==> src/hw/rtl/quoted_item_tokenizer_defines.svh <==
// ----------------------------------------------------------------------------
// quoted_item_tokenizer_defines
// assertion macros for the tokenizer rtl
// ----------------------------------------------------------------------------
`ifndef QUOTED_ITEM_TOKENIZER_DEFINES_SVH
`define QUOTED_ITEM_TOKENIZER_DEFINES_SVH

// checked only while out of reset
`define QIT_ASSERT_ON(lbl, expr, msg) \
  lbl: assert property (@(posedge clk) disable iff (!rst_n) (expr)) else $error(msg);

// checked on every edge, reset included
`define QIT_ASSERT_ALWAYS(lbl, expr, msg) \
  lbl: assert property (@(posedge clk) (expr)) else $error(msg);

`endif

==> src/hw/rtl/qit_pkg.sv <==
// ----------------------------------------------------------------------------
// qit_pkg
// types and constants of the quoted item tokenizer
// ----------------------------------------------------------------------------
package qit_pkg;

  localparam int EOF_WORD_MAX = 8;
  localparam int QUEUE_DEPTH  = 4;  // power of two, pointers wrap naturally
  localparam int QUEUE_AW     = $clog2(QUEUE_DEPTH);
  localparam int QUEUE_CW     = $clog2(QUEUE_DEPTH + 1);

  // configuration register indexes
  localparam logic [1:0] CFG_SPLIT_MODE = 2'd0;
  localparam logic [1:0] CFG_DELIMITER  = 2'd1;
  localparam logic [1:0] CFG_EOF_LEN    = 2'd2;
  localparam logic [1:0] CFG_EOF_WORD   = 2'd3;

  // split modes
  localparam logic [1:0] MODE_WS  = 2'd0;
  localparam logic [1:0] MODE_NUL = 2'd1;

  // result kinds
  localparam logic KIND_DATA = 1'b0;
  localparam logic KIND_END  = 1'b1;

  typedef struct packed {
    logic [7:0] in_byte;
    logic       end_of_input;
  } in_item_t;

  typedef struct packed {
    logic       result_kind;
    logic [7:0] out_byte;
    logic       at_line_end;
    logic       logical_eof;
  } out_item_t;

  typedef struct packed {
    logic [1:0]  split_mode;
    logic [7:0]  delimiter_byte;
    logic [3:0]  eof_word_length;
    logic [63:0] eof_word;
  } cfg_t;

  // one accepted byte's work: one or two results
  typedef struct packed {
    logic      two;
    out_item_t first;
    out_item_t second;
  } cmd_t;

endpackage

==> src/hw/rtl/qit_front.sv <==
// ----------------------------------------------------------------------------
// qit_front
// scan state machine: classifies each byte and queues the results it causes
// ----------------------------------------------------------------------------
module qit_front (
  input  logic              clk,
  input  logic              rst_n,
  input  qit_pkg::cfg_t     cfg,
  input  logic              in_accept,
  input  qit_pkg::in_item_t in_item,
  output logic              cmd_push,
  output qit_pkg::cmd_t     cmd
);

  localparam logic [2:0] ST_IDLE = 3'd0;
  localparam logic [2:0] ST_ITEM = 3'd1;
  localparam logic [2:0] ST_ESC  = 3'd2;
  localparam logic [2:0] ST_SQ   = 3'd3;
  localparam logic [2:0] ST_DQ   = 3'd4;
  localparam logic [2:0] ST_STOP = 3'd5;

  localparam logic [7:0] CH_SPACE = 8'h20;
  localparam logic [7:0] CH_TAB   = 8'h09;
  localparam logic [7:0] CH_LF    = 8'h0A;
  localparam logic [7:0] CH_BSL   = 8'h5C;
  localparam logic [7:0] CH_SQ    = 8'h27;
  localparam logic [7:0] CH_DQ    = 8'h22;

  logic [2:0] state_r, state_nxt;
  logic [3:0] match_count_r, match_count_nxt;
  logic       match_alive_r, match_alive_nxt;

  function automatic qit_pkg::out_item_t data_item(input logic [7:0] c);
    qit_pkg::out_item_t r;
    r             = '0;
    r.result_kind = qit_pkg::KIND_DATA;
    r.out_byte    = c;
    return r;
  endfunction

  function automatic qit_pkg::out_item_t end_item(input logic eol, input logic leof);
    qit_pkg::out_item_t r;
    r             = '0;
    r.result_kind = qit_pkg::KIND_END;
    r.at_line_end = eol;
    r.logical_eof = leof;
    return r;
  endfunction

  always_comb begin
    logic [2:0] st;
    logic [3:0] mc;
    logic       al;
    logic [7:0] c;
    logic       eoi;
    logic [7:0] delim;
    logic [1:0] cnt;
    logic       hit;
    logic       is_sp;
    logic [7:0] want;

    c     = in_item.in_byte;
    eoi   = in_item.end_of_input;
    st    = state_r;
    mc    = match_count_r;
    al    = match_alive_r;
    cnt   = 2'd0;
    hit   = 1'b0;
    want  = '0;
    is_sp = (c == CH_SPACE) || (c == CH_TAB) || (c == CH_LF);
    delim = (cfg.split_mode == qit_pkg::MODE_NUL) ? 8'h00 : cfg.delimiter_byte;
    cmd   = '0;
    state_nxt = state_r;

    if (state_r == ST_STOP) begin
      if (eoi) state_nxt = ST_IDLE;
    end else if (cfg.split_mode != qit_pkg::MODE_WS) begin
      // delimited modes: any non-idle state is inside an item
      if (eoi) begin
        if (state_r != ST_IDLE) begin
          cmd.first = end_item(1'b1, 1'b0);
          cnt       = 2'd1;
        end
        state_nxt = ST_IDLE;
      end else if (c == delim) begin
        cmd.first = end_item(1'b1, 1'b0);
        cnt       = 2'd1;
        state_nxt = ST_IDLE;
      end else begin
        cmd.first = data_item(c);
        cnt       = 2'd1;
        state_nxt = ST_ITEM;
      end
    end else begin
      // a non-space byte at idle opens an item and is handled as inside it
      if (st == ST_IDLE && !eoi && !is_sp) begin
        st = ST_ITEM;
        mc = 4'd0;
        al = 1'b1;
        state_nxt = ST_ITEM;
      end
      // escaped byte or quoted text: the tracked byte is the data byte
      want = (st == ST_ESC && eoi) ? CH_BSL : c;
      unique case (st)
        ST_IDLE: begin
        end
        ST_ITEM: begin
          priority if (eoi || is_sp) begin
            cnt = 2'd1;
          end else if (c == CH_BSL) begin
            state_nxt = ST_ESC;
          end else if (c == CH_SQ) begin
            state_nxt = ST_SQ;
          end else if (c == CH_DQ) begin
            state_nxt = ST_DQ;
          end else begin
            cmd.first = data_item(c);
            cnt       = 2'd1;
          end
        end
        ST_ESC: begin
          cmd.first = data_item(want);
          cnt       = eoi ? 2'd2 : 2'd1;
          state_nxt = ST_ITEM;
        end
        ST_SQ, ST_DQ: begin
          priority if (eoi) begin
            cnt = 2'd1;
          end else if ((st == ST_SQ && c == CH_SQ) || (st == ST_DQ && c == CH_DQ)) begin
            state_nxt = ST_ITEM;
          end else begin
            cmd.first = data_item(c);
            cnt       = 2'd1;
          end
        end
        default: begin
          state_nxt = ST_IDLE;
        end
      endcase

      // prefix tracking against the end word on every emitted data byte
      if (cnt != 2'd0 && !(st == ST_ITEM && (eoi || is_sp))
          && !(st != ST_ESC && eoi) && al) begin
        if (mc < cfg.eof_word_length && !mc[3]
            && cfg.eof_word[{mc[2:0], 3'b000} +: 8] == want) begin
          mc = mc + 4'd1;
        end else begin
          al = 1'b0;
        end
      end

      // item close: plain end, end of input, or escape at end of input
      if ((st == ST_ITEM && (eoi || is_sp)) || ((st == ST_SQ || st == ST_DQ) && eoi)
          || (st == ST_ESC && eoi)) begin
        hit = al && (cfg.eof_word_length != 4'd0)
              && (cfg.eof_word_length <= 4'(qit_pkg::EOF_WORD_MAX))
              && (mc == cfg.eof_word_length);
        if (st == ST_ESC) begin
          cmd.second = end_item(1'b0, hit);
        end else begin
          cmd.first = end_item(!hit && !eoi && c == CH_LF, hit);
        end
        state_nxt = hit ? ST_STOP : ST_IDLE;
      end
      if (eoi) state_nxt = ST_IDLE;
    end

    cmd.two         = cnt[1];
    cmd_push        = in_accept && (cnt != 2'd0);
    match_count_nxt = mc;
    match_alive_nxt = al;
  end

  always_ff @(posedge clk) begin
    if (!rst_n) begin
      state_r       <= ST_IDLE;
      match_count_r <= 4'd0;
      match_alive_r <= 1'b1;
    end else if (in_accept) begin
      state_r       <= state_nxt;
      match_count_r <= match_count_nxt;
      match_alive_r <= match_alive_nxt;
    end
  end

endmodule

==> src/hw/rtl/qit_fifo.sv <==
// ----------------------------------------------------------------------------
// qit_fifo
// short command queue between scanner and result sequencer
// ----------------------------------------------------------------------------
module qit_fifo (
  input  logic          clk,
  input  logic          rst_n,
  input  logic          push,
  input  qit_pkg::cmd_t push_data,
  output logic          full,
  input  logic          pop,
  output qit_pkg::cmd_t pop_data,
  output logic          empty
);

  qit_pkg::cmd_t                  mem_r [qit_pkg::QUEUE_DEPTH];
  logic [qit_pkg::QUEUE_AW-1:0]   wr_ptr_r, rd_ptr_r;
  logic [qit_pkg::QUEUE_CW-1:0]   count_r, count_nxt;
  logic                           do_push, do_pop;

  assign full     = (count_r == qit_pkg::QUEUE_CW'(qit_pkg::QUEUE_DEPTH));
  assign empty    = (count_r == '0);
  assign do_push  = push && !full;
  assign do_pop   = pop && !empty;
  assign pop_data = mem_r[rd_ptr_r];

  always_comb begin
    count_nxt = count_r;
    if (do_push && !do_pop) count_nxt = count_r + 1'b1;
    if (do_pop && !do_push) count_nxt = count_r - 1'b1;
  end

  always_ff @(posedge clk) begin
    if (!rst_n) begin
      wr_ptr_r <= '0;
      rd_ptr_r <= '0;
      count_r  <= '0;
    end else begin
      if (do_push) wr_ptr_r <= wr_ptr_r + 1'b1;
      if (do_pop)  rd_ptr_r <= rd_ptr_r + 1'b1;
      count_r <= count_nxt;
    end
  end

  always_ff @(posedge clk) begin
    if (do_push) mem_r[wr_ptr_r] <= push_data;
  end

endmodule

==> src/hw/rtl/qit_back.sv <==
// ----------------------------------------------------------------------------
// qit_back
// result sequencer: holds one command and hands out its results in order
// ----------------------------------------------------------------------------
module qit_back (
  input  logic               clk,
  input  logic               rst_n,
  input  logic               cmd_empty,
  input  qit_pkg::cmd_t      cmd_data,
  output logic               cmd_pop,
  input  logic               pop,
  output logic               empty,
  output qit_pkg::out_item_t out_item
);

  qit_pkg::cmd_t cur_r;
  logic          valid_r, valid_nxt;
  logic          phase_r, phase_nxt;
  logic          taken, done;

  assign empty    = !valid_r;
  assign out_item = phase_r ? cur_r.second : cur_r.first;
  assign taken    = valid_r && pop;
  assign done     = taken && (!cur_r.two || phase_r);
  assign cmd_pop  = !cmd_empty && (!valid_r || done);

  always_comb begin
    valid_nxt = valid_r;
    phase_nxt = phase_r;
    priority if (cmd_pop) begin
      valid_nxt = 1'b1;
      phase_nxt = 1'b0;
    end else if (done) begin
      valid_nxt = 1'b0;
      phase_nxt = 1'b0;
    end else if (taken) begin
      phase_nxt = 1'b1;
    end
  end

  always_ff @(posedge clk) begin
    if (!rst_n) begin
      valid_r <= 1'b0;
      phase_r <= 1'b0;
    end else begin
      valid_r <= valid_nxt;
      phase_r <= phase_nxt;
    end
  end

  always_ff @(posedge clk) begin
    if (cmd_pop) cur_r <= cmd_data;
  end

endmodule

==> src/hw/rtl/quoted_item_tokenizer.sv <==
// ----------------------------------------------------------------------------
// quoted_item_tokenizer
// splits a byte stream into items, one request per byte, results as a queue
// ----------------------------------------------------------------------------
// a result passes the command queue and then the output register before it reaches the out ports
// throughput: one byte per cycle while the command queue has room; the scanner state machine
//   decides each byte, the result sequencer hands out one result per cycle while pop is held
// a backslash closed by end of input gives two results
// reset (synchronous, rst_n low): scanner idle, queues empty, registers default
`include "quoted_item_tokenizer_defines.svh"

module quoted_item_tokenizer (
  input  logic               clk,
  input  logic               rst_n,
  // byte requests
  input  logic               push,
  output logic               full,
  input  qit_pkg::in_item_t  in_item,
  // results
  output logic               empty,
  input  logic               pop,
  output qit_pkg::out_item_t out_item,
  // register writes
  input  logic               cfg_valid,
  output logic               cfg_ready,
  input  logic [1:0]         cfg_index,
  input  logic [63:0]        cfg_data
);

  qit_pkg::cfg_t cfg_r;
  qit_pkg::cmd_t cmd, cmd_data;
  logic          in_accept;
  logic          cmd_push, cmd_pop, cmd_empty;

  // register writes are always taken
  assign cfg_ready = 1'b1;

  always_ff @(posedge clk) begin
    if (!rst_n) begin
      cfg_r.split_mode      <= qit_pkg::MODE_WS;
      cfg_r.delimiter_byte  <= 8'h0A;
      cfg_r.eof_word_length <= 4'd0;
      cfg_r.eof_word        <= 64'd0;
    end else if (cfg_valid && cfg_ready) begin
      unique case (cfg_index)
        qit_pkg::CFG_SPLIT_MODE: cfg_r.split_mode      <= cfg_data[1:0];
        qit_pkg::CFG_DELIMITER:  cfg_r.delimiter_byte  <= cfg_data[7:0];
        qit_pkg::CFG_EOF_LEN:    cfg_r.eof_word_length <= cfg_data[3:0];
        qit_pkg::CFG_EOF_WORD:   cfg_r.eof_word        <= cfg_data;
        default: begin
        end
      endcase
    end
  end

  // a byte is taken whenever the command queue has room
  assign in_accept = push && !full;

  // front: scanner state machine, one byte per cycle while the command queue has room
  qit_front u_front (
    .clk       (clk),
    .rst_n     (rst_n),
    .cfg       (cfg_r),
    .in_accept (in_accept),
    .in_item   (in_item),
    .cmd_push  (cmd_push),
    .cmd       (cmd)
  );

  // queue between scanner and sequencer; bytes with no result skip it
  qit_fifo u_fifo (
    .clk       (clk),
    .rst_n     (rst_n),
    .push      (cmd_push),
    .push_data (cmd),
    .full      (full),
    .pop       (cmd_pop),
    .pop_data  (cmd_data),
    .empty     (cmd_empty)
  );

  // back: output register, refilled in the cycle its last result is taken if a command waits
  qit_back u_back (
    .clk       (clk),
    .rst_n     (rst_n),
    .cmd_empty (cmd_empty),
    .cmd_data  (cmd_data),
    .cmd_pop   (cmd_pop),
    .pop       (pop),
    .empty     (empty),
    .out_item  (out_item)
  );

  // ---- assertions ----
  // after reset nothing is pending on either side
  `QIT_ASSERT_ALWAYS(a_reset_clear, !rst_n |=> (empty && !full), "queues not clear after reset")
  // an end marker never carries a byte
  `QIT_ASSERT_ON(a_end_no_byte, (!empty && out_item.result_kind == qit_pkg::KIND_END) |-> (out_item.out_byte == 8'h00), "end marker with byte")
  // a data byte carries no end flags
  `QIT_ASSERT_ON(a_data_no_flags, (!empty && out_item.result_kind == qit_pkg::KIND_DATA) |-> (!out_item.at_line_end && !out_item.logical_eof), "data byte with flags")
  // logical end and line end never come together
  `QIT_ASSERT_ON(a_eof_not_eol, !empty |-> !(out_item.logical_eof && out_item.at_line_end), "logical end with line end")

endmodule
==> config.mk <==
export PLATFORM = sky130hd
export DESIGN_NAME = quoted_item_tokenizer
export DESIGN_NICKNAME = d
export VERILOG_FILES = /design/src/hw/rtl/qit_pkg.sv /design/src/hw/rtl/qit_front.sv /design/src/hw/rtl/qit_fifo.sv /design/src/hw/rtl/qit_back.sv /design/src/hw/rtl/quoted_item_tokenizer.sv
export VERILOG_INCLUDE_DIRS = /design/src /design/src/hw/rtl
export SDC_FILE = /design/constraint.sdc
export NUM_CORES = 1
export LEC_CHECK = 0
export BUFFER_PORTS_ARGS = -buffer_cell sky130_fd_sc_hd__buf_2
export CORE_MARGIN = 3
export CORE_UTILIZATION = 50
export CTS_BUF_LIST = sky130_fd_sc_hd__clkbuf_2 sky130_fd_sc_hd__clkbuf_4 sky130_fd_sc_hd__clkbuf_8
export DETAILED_ROUTE_END_ITERATION = 6
export HOLD_SLACK_MARGIN = 0.12
export PLACE_DENSITY = 0.72
export SLEW_MARGIN = 5
export SYNTH_ARGS = -nofsm -noshare
export SYNTH_HDL_FRONTEND = slang
export SYNTH_SLANG_ARGS = --single-unit
export TNS_END_PERCENT = 50
==> constraint.sdc <==
create_clock -name clk -period 4.41 [get_ports clk]
set_clock_uncertainty 0.1 [all_clocks]
set_input_delay 0.441 -clock clk [delete_from_list [all_inputs] [get_ports clk]]
set_output_delay 0.441 -clock clk [all_outputs]
set_load 0.03 [all_outputs]
==> results of run 1 <==
per-layer routing:
metal  up-vias  part of all wire
met5         -                 0
met4         0             0.031
met3        47             0.057
met2       241              0.48
met1      3322              0.43
li1       3396                 -
sequential cells by signal, summed over array words and instances (netlist names):
name	flops
cfg_r	78
u_fifo.mem_r	56
u_back.cur_r	14
u_front.match_count_r	4
u_fifo.count_r	3
u_front.state_r	3
u_fifo.rd_ptr_r	2
u_fifo.wr_ptr_r	2
u_back.phase_r	1
u_back.valid_r	1
u_front.match_alive_r	1
kinds of logic after synthesis:
family | synth area share
and+or+nand+nor | 0.1942
buffers and inverters | 0.04513
muxes | 0.09944
DFF | 0.4814
other | 0.0004509
adders and majority gates | 0.01595
xor gates and xnor gates | 0.01580
AOI/OAI and AO/OA | 0.1476
metrics by stage:
step,setup slack [ns],instances,util
after floorplan,0.1317,865,-
after global placement,0.1124,1150,0.5643
after detailed placement,0.06804,1150,0.5643
after CTS,0.5806,1239,0.6245
after global routing,0.3225,1239,0.6245
final,0.5333,1239,0.6245
Yosys cell counts (3+ instances only):
cell,number,area (um2)
ha_1,9,112.6
nor4_1,4,25.02
xnor2_1,12,105.1
nor3_1,13,65.06
nand2_1,166,623.1
mux2_2,5,56.30
buf_1,8,30.03
edfxtp_1,70,2102
xor2_1,3,26.28
o211ai_1,4,30.03
nand3_1,13,65.06
nor2_1,68,255.2
inv_1,29,108.9
nand4_1,4,25.02
o21ai_0,19,95.09
clkbuf_1,40,150.1
nor3b_1,5,37.54
a211oi_1,9,67.56
or3_1,3,18.77
a21oi_1,96,480.5
a2bb2oi_1,3,26.28
nor2b_1,16,100.1
a31o_2,3,26.28
buf_2,6,30.03
mux4_2,22,495.5
dfxtp_1,95,1902
a22oi_1,5,37.54
mux2i_1,26,260.3
and2_1,4,25.02
and3_1,9,56.30
o32ai_1,5,43.79
a31oi_1,7,43.79
nand2b_1,4,25.02
o22ai_1,3,18.77
a32oi_1,4,35.03
nor4bb_1,4,40.04
nand3b_1,10,75.07
buf_6,4,45.04
what timing repair did:
action                                 CTS  global route
endpoints found under the hold margin   59             0
setup endpoints to repair                0             0
resized for setup                        0             0
hold buffers                            57             0
worst max-delay path, cell delays in order:
cell and delay, ns:
buf_2 0.10, or4b_4 0.56, a31oi_4 0.30, o21ai_0 0.16
inv_1 0.10, ha_1 0.24, a41o_1 0.23, a31o_2 0.22
a221oi_1 0.28, o221ai_1 0.21, nor4_4 0.24, nand4_4 0.14
mux2_4 0.36, o311a_1 0.38
final cells by class:
class                           count  area, um2
Fill cell                        1308       6030
Inverter                           30      112.6
Sequential cell                   165       4004
Tap cell                          216      270.3
Multi-Input combinational cell    611       3944
Timing Repair Buffer              185       1301
Clock inverter                     14      148.9
Clock buffer                       18      247.7
power by group:
part,switching (W),internal (W)
clock network,0.000570,0.000524
logic,0.000553,0.000388
registers,0.000110,0.00179
total,0.00123,0.00270
worst paths after layout:
kind | cells after the start | end | start
setup / recovery | 14 | u_fifo.mem_r[1][12] | in_item[2]
setup reg to reg | 14 | u_fifo.mem_r[1][12] | u_front.state_r[2]
hold reg to reg | 2 | cfg_r[35] | cfg_r[35]
hold / removal | 3 | cfg_r[32] | cfg_data[32]
==> results.md, run 1 <==
- Hold Path Class: in2reg
- Power per standard cell area: 392.4 mW/mm2
- First-pass GRT wire length: 34270 um
- TNS Setup: 0 ns
- Post-Syn Area per Cell: 9.615 um2
- Async SR Flop Fraction: 0
- Highest achievable clock rate: 257.9 MHz
- Distinct cells, synth: 80
- Ant diodes: 0
- Net count, final: 1100
- Yosys Warn Count: 0
- Setup crit end kind: register
- Final GP Congestion: 0.9753
- Crit Path Category: in2reg
- Hold slack: 0.1516 ns
- Largest net degree at the start of global routing: 65
- CTS tree: built
- Crit path launch type: input pin
- Crit-path max FO: 7
- Area Overhead vs Synth: 20.58%
- Chip Height: 135.0 um
- Grt met1 use: 0.3168
- Ys flop type: dfxtp_1
- Period utilisation layout: 0.8791
- Die area: 0.01822 mm2
- Share of layout cells above drive strength 1: 0.2043
- Commonest non-fill, non-tap cells in the layout: nand2_1 (166), a21oi_1 (96), dfxtp_1 (95)
- Req. time, crit path: 4.51 ns
- Starting Density: 0.5179
- CTS Buffer Depth: 2
- Max_cap viols: 0
- Antenna violations before repair: 0
- Initial DRC count: 625
- Synthesized netlist cell count: 865
- Commonest non-fill, non-tap cell in the layout: nand2_1
- Peak supply drop: 0.3536 mV
- Clock-pin slew on the worst setup and hold paths: 0.09 ns
- Root Driver: clkbuf_8
- Post-CTS Setup Repair Bufs: 0
- Final Cell Area: 0.01003 mm2
- Slew headroom: 0.3063
- DRT Wirelength: 21620 um
- Via count: 7006
- DR pass1 iterations: 5
- Worst-Margin Slew: 1.039 ns
- Unrepaired setup endpoints after global routing: no
- Routed Antenna Nets: 0
- Area after DPL: 0.009061 mm2
- DRC viols: 0
- CTS sink cnt: 165
- WL/cell: 17.45 um
- Met2 usage: 0.3947
- Vias in the first global route: 6676
- Num CTS Buffers: 17
- Crit path time final: 3.877 ns
- P_leak: 3.793 nW
- Post-synthesis cell area: 0.008317 mm2
- GRT Util Overall: 0.2413
- Post-DP HPWL: 14620 um
- Post-synth EDFFs: 70
- Hold violation count in the final report: 0
- Crit path DAT: 3.98 ns
- FF-to-FF setup slack: 0.60 ns
- Top Ports: 94
- Site Rows: 46
- Gr busiest metal: met2
- Syn nets: 955
- Via density: 5.655
- Seq/Total Area, Yosys: 0.4814
- Worst skew pair latency: 0.47 ns
- Final Max Slew Viols: 0
- Htree depth: 4
- Overflow after GRT: 0
- Status: completed
- Buffers added on ports: 92
- Total power draw: 0.003935 W
- Final setup violation count: 0
- Seq cells post-synth: 165
- Core area: 0.01606 mm2
- Grt met3 use: 0.04247
- Die W: 135.0 um
No activity file was read; power rests on OpenSTA's default activity.
==> run 2, diff against run 1 <==
--- a/config.mk
+++ b/config.mk
@@ -12,7 +12,7 @@
 export CTS_BUF_LIST = sky130_fd_sc_hd__clkbuf_2 sky130_fd_sc_hd__clkbuf_4 sky130_fd_sc_hd__clkbuf_8
 export DETAILED_ROUTE_END_ITERATION = 6
 export HOLD_SLACK_MARGIN = 0.12
-export PLACE_DENSITY = 0.72
+export PLACE_DENSITY = 0.69
 export SLEW_MARGIN = 5
 export SYNTH_ARGS = -nofsm -noshare
 export SYNTH_HDL_FRONTEND = slang
==> constraint.sdc (replaced) <==
create_clock -name clk -period 4.5 [get_ports clk]
set_clock_uncertainty 0.1 [all_clocks]
set_input_delay 0.45 -clock clk [delete_from_list [all_inputs] [get_ports clk]]
set_output_delay 0.45 -clock clk [all_outputs]
set_load 0.03 [all_outputs]
==> results.md, run 2 (same netlist as run 1, synthesis figures left out) <==
- Share of layout cells above drive strength 1: 0.2074
- Core area: 0.01606 mm2
- Largest net degree at the start of global routing: 65
- Dpl cells: 1148
- Clock power frac: 0.275
- Logic gate share of total power: 0.236
- Via density: 5.662
- Commonest non-fill, non-tap cells in the layout: nand2_1 (166), a21oi_1 (96), dfxtp_1 (95)
- Pre-CTS setup slack: 0.05730 ns
- Hold Path Class: in2reg
- DR pass1 iterations: 5
- Initial DRC count: 517
- Reg2reg path depth: 13
- CTS tree: built
- Number of buffers and inverters on the critical path: 2
- Worst Setup SP: in_item[2]
- Die W: 135.0 um
- DRT Wirelength: 21130 um
- Commonest non-fill, non-tap cell in the layout: nand2_1
- Final GP Congestion: 0.9691
- Via count: 6874
- Crit-path max FO: 6
- Crit path launch type: input pin
- FF-to-FF Start: u_front.state_r[2]
- Post-CTS Setup Repair Bufs: 0
- CP peak stage delay: 0.56 ns
- Req. time, crit path: 4.59 ns
- Total power draw: 0.003807 W
- Clock-pin slew on the worst setup and hold paths: 0.09 ns
- Top Ports: 94
- Setup crit end kind: register
- Starting Density: 0.5179
- Routed Antenna Nets: 0
- Crit Path Category: in2reg
- GRT Util Overall: 0.2369
- Ant diodes: 0
- Max_cap viols: 0
- Cell family with most CP delay: compound AO/OA/AOI/OAI gates
- Leading registers by flop count: cfg_r x78, u_fifo.mem_r x56, u_back.cur_r x14
- Overflow after GRT: 0
- Storage cell area: 0.004004 mm2
- Status: completed
- Sw Ratio: 0.3140
- Final Non-Filler Cells: 1214
- Peak supply drop: 0.2337 mV
- Die area: 0.01822 mm2
- CTS Hold Bufs: 31
- WL/cell: 17.40 um
- Fillers: 1355
- Buffers added on ports: 92
- Site Rows: 46
- Vias in the first global route: 6617
- Worst-Margin Slew: 1.067 ns
- Part of the power in registers: 0.488
- Num CTS Buffers: 17
- CP Capture Point: u_fifo.mem_r[2][12]
- Unrepaired setup endpoints after global routing: no
- Area Overhead vs Synth: 17.54%
- Highest achievable clock rate: 249.4 MHz
- Antenna violations before repair: 0
- Crit path DAT: 4.10 ns
- Power per standard cell area: 389.4 mW/mm2
- Net count, final: 1075
- P_leak: 3.681 nW
- DRC viols: 0
- FF-to-FF setup slack: 0.53 ns
- Final setup margin: 0.4904 ns
- Final Max Slew Viols: 0
- Resize count post-CTS: 0
- Period utilisation layout: 0.8910
- Htree depth: 4
- Chip Height: 135.0 um
- Worst path cell trace: buf_2 > or4b_4 > a31oi_4 > o21ai_0 > inv_1 > ha_1 > a41o_1 > a31o_2 > a221oi_1 > o221ai_1 > nor4_4 > nand4_4 > mux2_4 > o311a_1
- CTS Buffer Depth: 2
- Number of flip-flops under the largest register name: 78
- Crit. path cell count: 14
- Reg2Reg Capture Point: u_fifo.mem_r[2][12]
- Crit path time final: 4.010 ns
- Post-DP HPWL: 14950 um
- Switching power: 0.001195 W
- Final setup violation count: 0
- First-pass GRT wire length: 34080 um
- Pint: 0.002611 W
- Hold violation count in the final report: 0
- Worst skew pair latency: 0.46 ns
- Slowest stage cell, crit path: or4b_4
- CTS sink cnt: 165
- TNS Setup: 0 ns
- Slew headroom: 0.2885
- Biggest register: cfg_r
- Multi-input combinational cell area: 0.003944 mm2
- Root Driver: clkbuf_8
==> run 2: power by group through the flow <==
stage | clock network, W | registers (W) | logic [W]
2_1_floorplan | 0 | 0.00184 | 0.000662
3_3_place_gp | 0 | 0.00189 | 0.000870
3_5_place_dp | 0 | 0.00190 | 0.000881
4_1_cts | 0.00107 | 0.00186 | 0.000905
5_1_grt | 0.00114 | 0.00188 | 0.000993
6_report | 0.00105 | 0.00186 | 0.000900
==> run 2: worst min-delay path by stage <==
stage                 startpoint         to  slack, ns  cells after the start
floorplan              cfg_r[14]  cfg_r[14]       0.33                      2
global placement       cfg_r[46]  cfg_r[46]       0.34                      2
detailed placement     cfg_r[57]  cfg_r[57]       0.34                      2
CTS                 cfg_data[21]  cfg_r[21]       0.12                      3
global route        cfg_data[10]  cfg_r[10]       0.12                      3
finish              cfg_data[10]  cfg_r[10]       0.14                      3
==> run 2: area by class of cell <==
type	instances	area share
Sequential cell	165	0.4096
Timing Repair Buffer	160	0.1080
Multi-Input combinational cell	611	0.4034
Inverter	30	0.01152
Tap cell	216	0.02765
Clock inverter	12	0.01165
Clock buffer	20	0.02816
==> run 2: tightest hold or removal path, delay by kind of cell <==
kind | cells | cell delay (ns)
AO/OA/AOI/OAI | 1 | 0.05
buffers and inverters | 1 | 0.10
AND/OR/NAND/NOR | 1 | 0.05
==> run 2: stage by stage <==
stage,util,cell area [um2],hold slack (ns)
floorplan,-,8317,0.3321
detailed placement,0.5633,9046,0.3431
global placement,0.5633,9046,0.3390
global route,0.6088,9776,0.1214
finish,0.6088,9776,0.1394
CTS,0.6069,9746,0.1208
==> run 2: per-layer routing <==
metal | up-vias | routed length, um | track usage
li1 | 3354 | - | -
met1 | 3274 | 9335 | 0.3129
met2 | 217 | 10350 | 0.3963
met3 | 29 | 1045 | 0.04955
met4 | 0 | 396 | 0.06943
met5 | - | 0 | 0
==> run 3, diff against run 2 <==
--- a/config.mk
+++ b/config.mk
@@ -7,12 +7,14 @@
 export NUM_CORES = 1
 export LEC_CHECK = 0
 export BUFFER_PORTS_ARGS = -buffer_cell sky130_fd_sc_hd__buf_2
+export CELL_PAD_IN_SITES_DETAIL_PLACEMENT = 0
+export CELL_PAD_IN_SITES_GLOBAL_PLACEMENT = 1
 export CORE_MARGIN = 3
 export CORE_UTILIZATION = 50
 export CTS_BUF_LIST = sky130_fd_sc_hd__clkbuf_2 sky130_fd_sc_hd__clkbuf_4 sky130_fd_sc_hd__clkbuf_8
 export DETAILED_ROUTE_END_ITERATION = 6
 export HOLD_SLACK_MARGIN = 0.12
-export PLACE_DENSITY = 0.69
+export PLACE_DENSITY = 0.86
 export SLEW_MARGIN = 5
 export SYNTH_ARGS = -nofsm -noshare
 export SYNTH_HDL_FRONTEND = slang
==> results.md, run 3 (same netlist as run 1, synthesis figures left out) <==
- Status: completed
- TNS Setup: 0 ns
- Peak supply drop: 0.3213 mV
- Final Non-Filler Cells: 1224
- Multi-input combinational cell area: 0.003944 mm2
- Via count: 6948
- Routed Antenna Nets: 0
- Antenna violations before repair: 0
- Commonest non-fill, non-tap cells in the layout: nand2_1 (166), a21oi_1 (96), dfxtp_1 (95)
- Max_cap viols: 0
- CTS tree: built
- Highest achievable clock rate: 246.1 MHz
- Final Max Slew Viols: 0
- Commonest non-fill, non-tap cell in the layout: nand2_1
- Req. time, crit path: 4.60 ns
- FF-to-FF Start: u_front.state_r[2]
- Setup crit end kind: register
- Final Cell Area: 0.009873 mm2
- Slowest stage cell, crit path: o311a_1
- Hold_sp: cfg_data[18]
- Worst path cell trace: nor2_1 > nand2_1 > buf_4 > o21ai_0 > inv_1 > ha_1 > a41o_1 > a31o_2 > a221oi_1 > o221ai_1 > nor4_4 > nand4_4 > mux2_4 > o311a_1
- Crit path launch type: register
- Num CTS Buffers: 17
- Unrepaired setup endpoints after global routing: no
- Site Rows: 46
- Biggest register: cfg_r
- Clock-pin slew on the worst setup and hold paths: 0.09 ns
- Area after DPL: 0.009061 mm2
- Crit path time final: 4.064 ns
- DRT Wirelength: 21770 um
- GRT Util Overall: 0.2493
- Crit Path Category: reg2reg
- Final setup margin: 0.4361 ns
- Die area: 0.01822 mm2
- Htree depth: 4
- First-pass GRT wire length: 35470 um
- Slew headroom: 0.3227
- Overflow after GRT: 0
- Final GP Congestion: 0.9291
- Share of layout cells above drive strength 1: 0.2063
- Leading registers by flop count: cfg_r x78, u_fifo.mem_r x56, u_back.cur_r x14
- P_leak: 3.710 nW
- DRC viols: 0
- Buffers added on ports: 92
- Final setup violation count: 0
- Starting Density: 0.5179
- Power per standard cell area: 388.4 mW/mm2
- CP peak stage delay: 0.39 ns
- Net count, final: 1085
- Root Driver: clkbuf_8
- Core area: 0.01606 mm2
- Top Ports: 94
- CTS Buffer Depth: 2
- Via density: 5.676
- Fillers: 1370
- Hold Path Class: in2reg
- Pre-CTS setup slack: 0.05102 ns
- Storage cell area: 0.004004 mm2
- Period utilisation layout: 0.9031
- Die W: 135.0 um
- Number of flip-flops under the largest register name: 78
- Vias in the first global route: 6695
- Initial DRC count: 541
- Ant diodes: 0
- CTS sink cnt: 165
- Dpl cells: 1150
- Crit path DAT: 4.16 ns
- Worst Setup SP: u_front.state_r[2]
- Chip Height: 135.0 um
- WL/cell: 17.78 um
- Crit-path max FO: 8
- Largest net degree at the start of global routing: 62
- Hold violation count in the final report: 0
- Post-CTS Setup Repair Bufs: 0
- Worst skew pair latency: 0.46 ns
- Worst-Margin Slew: 1.015 ns
- DR pass1 iterations: 6
- Post-DP HPWL: 15610 um
- Area Overhead vs Synth: 18.72%
## run 3: cell count changes in the layout (fill, tap and decap cells not counted)
cell / delta
buf_4: +2
dlygate4sd3_1: +8
clkbuf_4: +1
clkinvlp_4: +1
inv_1: -1
inv_6: -3
bufinv_16: +1
clkinvlp_2: +1
clkinv_2: -2
clkinv_1: +2
clkinv_4: +3
clkbuf_8: -3
## run 3: per-layer routing
metal  GRT usage  up-vias  share of wire
met1      0.3285     3310           0.43
met5           0        -              0
met3     0.05030       43          0.052
li1            -     3368              -
met4     0.08791        0          0.029
met2      0.4122      227           0.49
## run 3: final timing paths
path                                            end  slack (ns)  cells after the start
worst min-delay path                      cfg_r[18]        0.14                      3
worst min register to register            cfg_r[23]        0.36                      2
worst max register to register  u_fifo.mem_r[3][12]        0.44                     14
worst max-delay path            u_fifo.mem_r[3][12]        0.44                     14
## run 3: power breakdown
group | switching [W] | internal [W]
combinational | 0.000532 | 0.000373
clock | 0.000565 | 0.000503
sequential | 0.000108 | 0.00175
total | 0.00121 | 0.00263
## run 3: final cells by class
cell class,count,share of cell area
inverter,30,0.01141
sequential,165,0.4055
tap,216,0.02737
clock inverter,14,0.01521
timing repair buffer,170,0.1166
multi-input combinational,611,0.3994
clock buffer,18,0.02446
## run 3: timing repair
| action | 4_1_cts | 5_1_grt |
|---|---|---|
| hold endpoints to repair | 42 | 0 |
| gates resized for setup | 0 | 0 |
| hold buffers | 42 | 0 |
## run 3: worst max-delay path, delay by kind of cell, from the launching register on
family,cells,cell delay (ns)
fa+ha+maj,1,0.29
buf+inv,2,0.30
compound gates,6,1.57
flops,1,0.33
simple gates,4,0.83
mux,1,0.37
## run 3: per-stage QoR
| stage | power (W) | util | hold WS (ns) |
|---|---|---|---|
| after detailed placement | 0.002780 | 0.5643 | 0.3463 |
| after global routing | 0.004035 | 0.6149 | 0.1248 |
| final | 0.003835 | 0.6149 | 0.1390 |
| after CTS | 0.003863 | 0.6149 | 0.1203 |
| after global placement | 0.002754 | 0.5643 | 0.3406 |
| after floorplan | 0.002499 | - | 0.3321 |
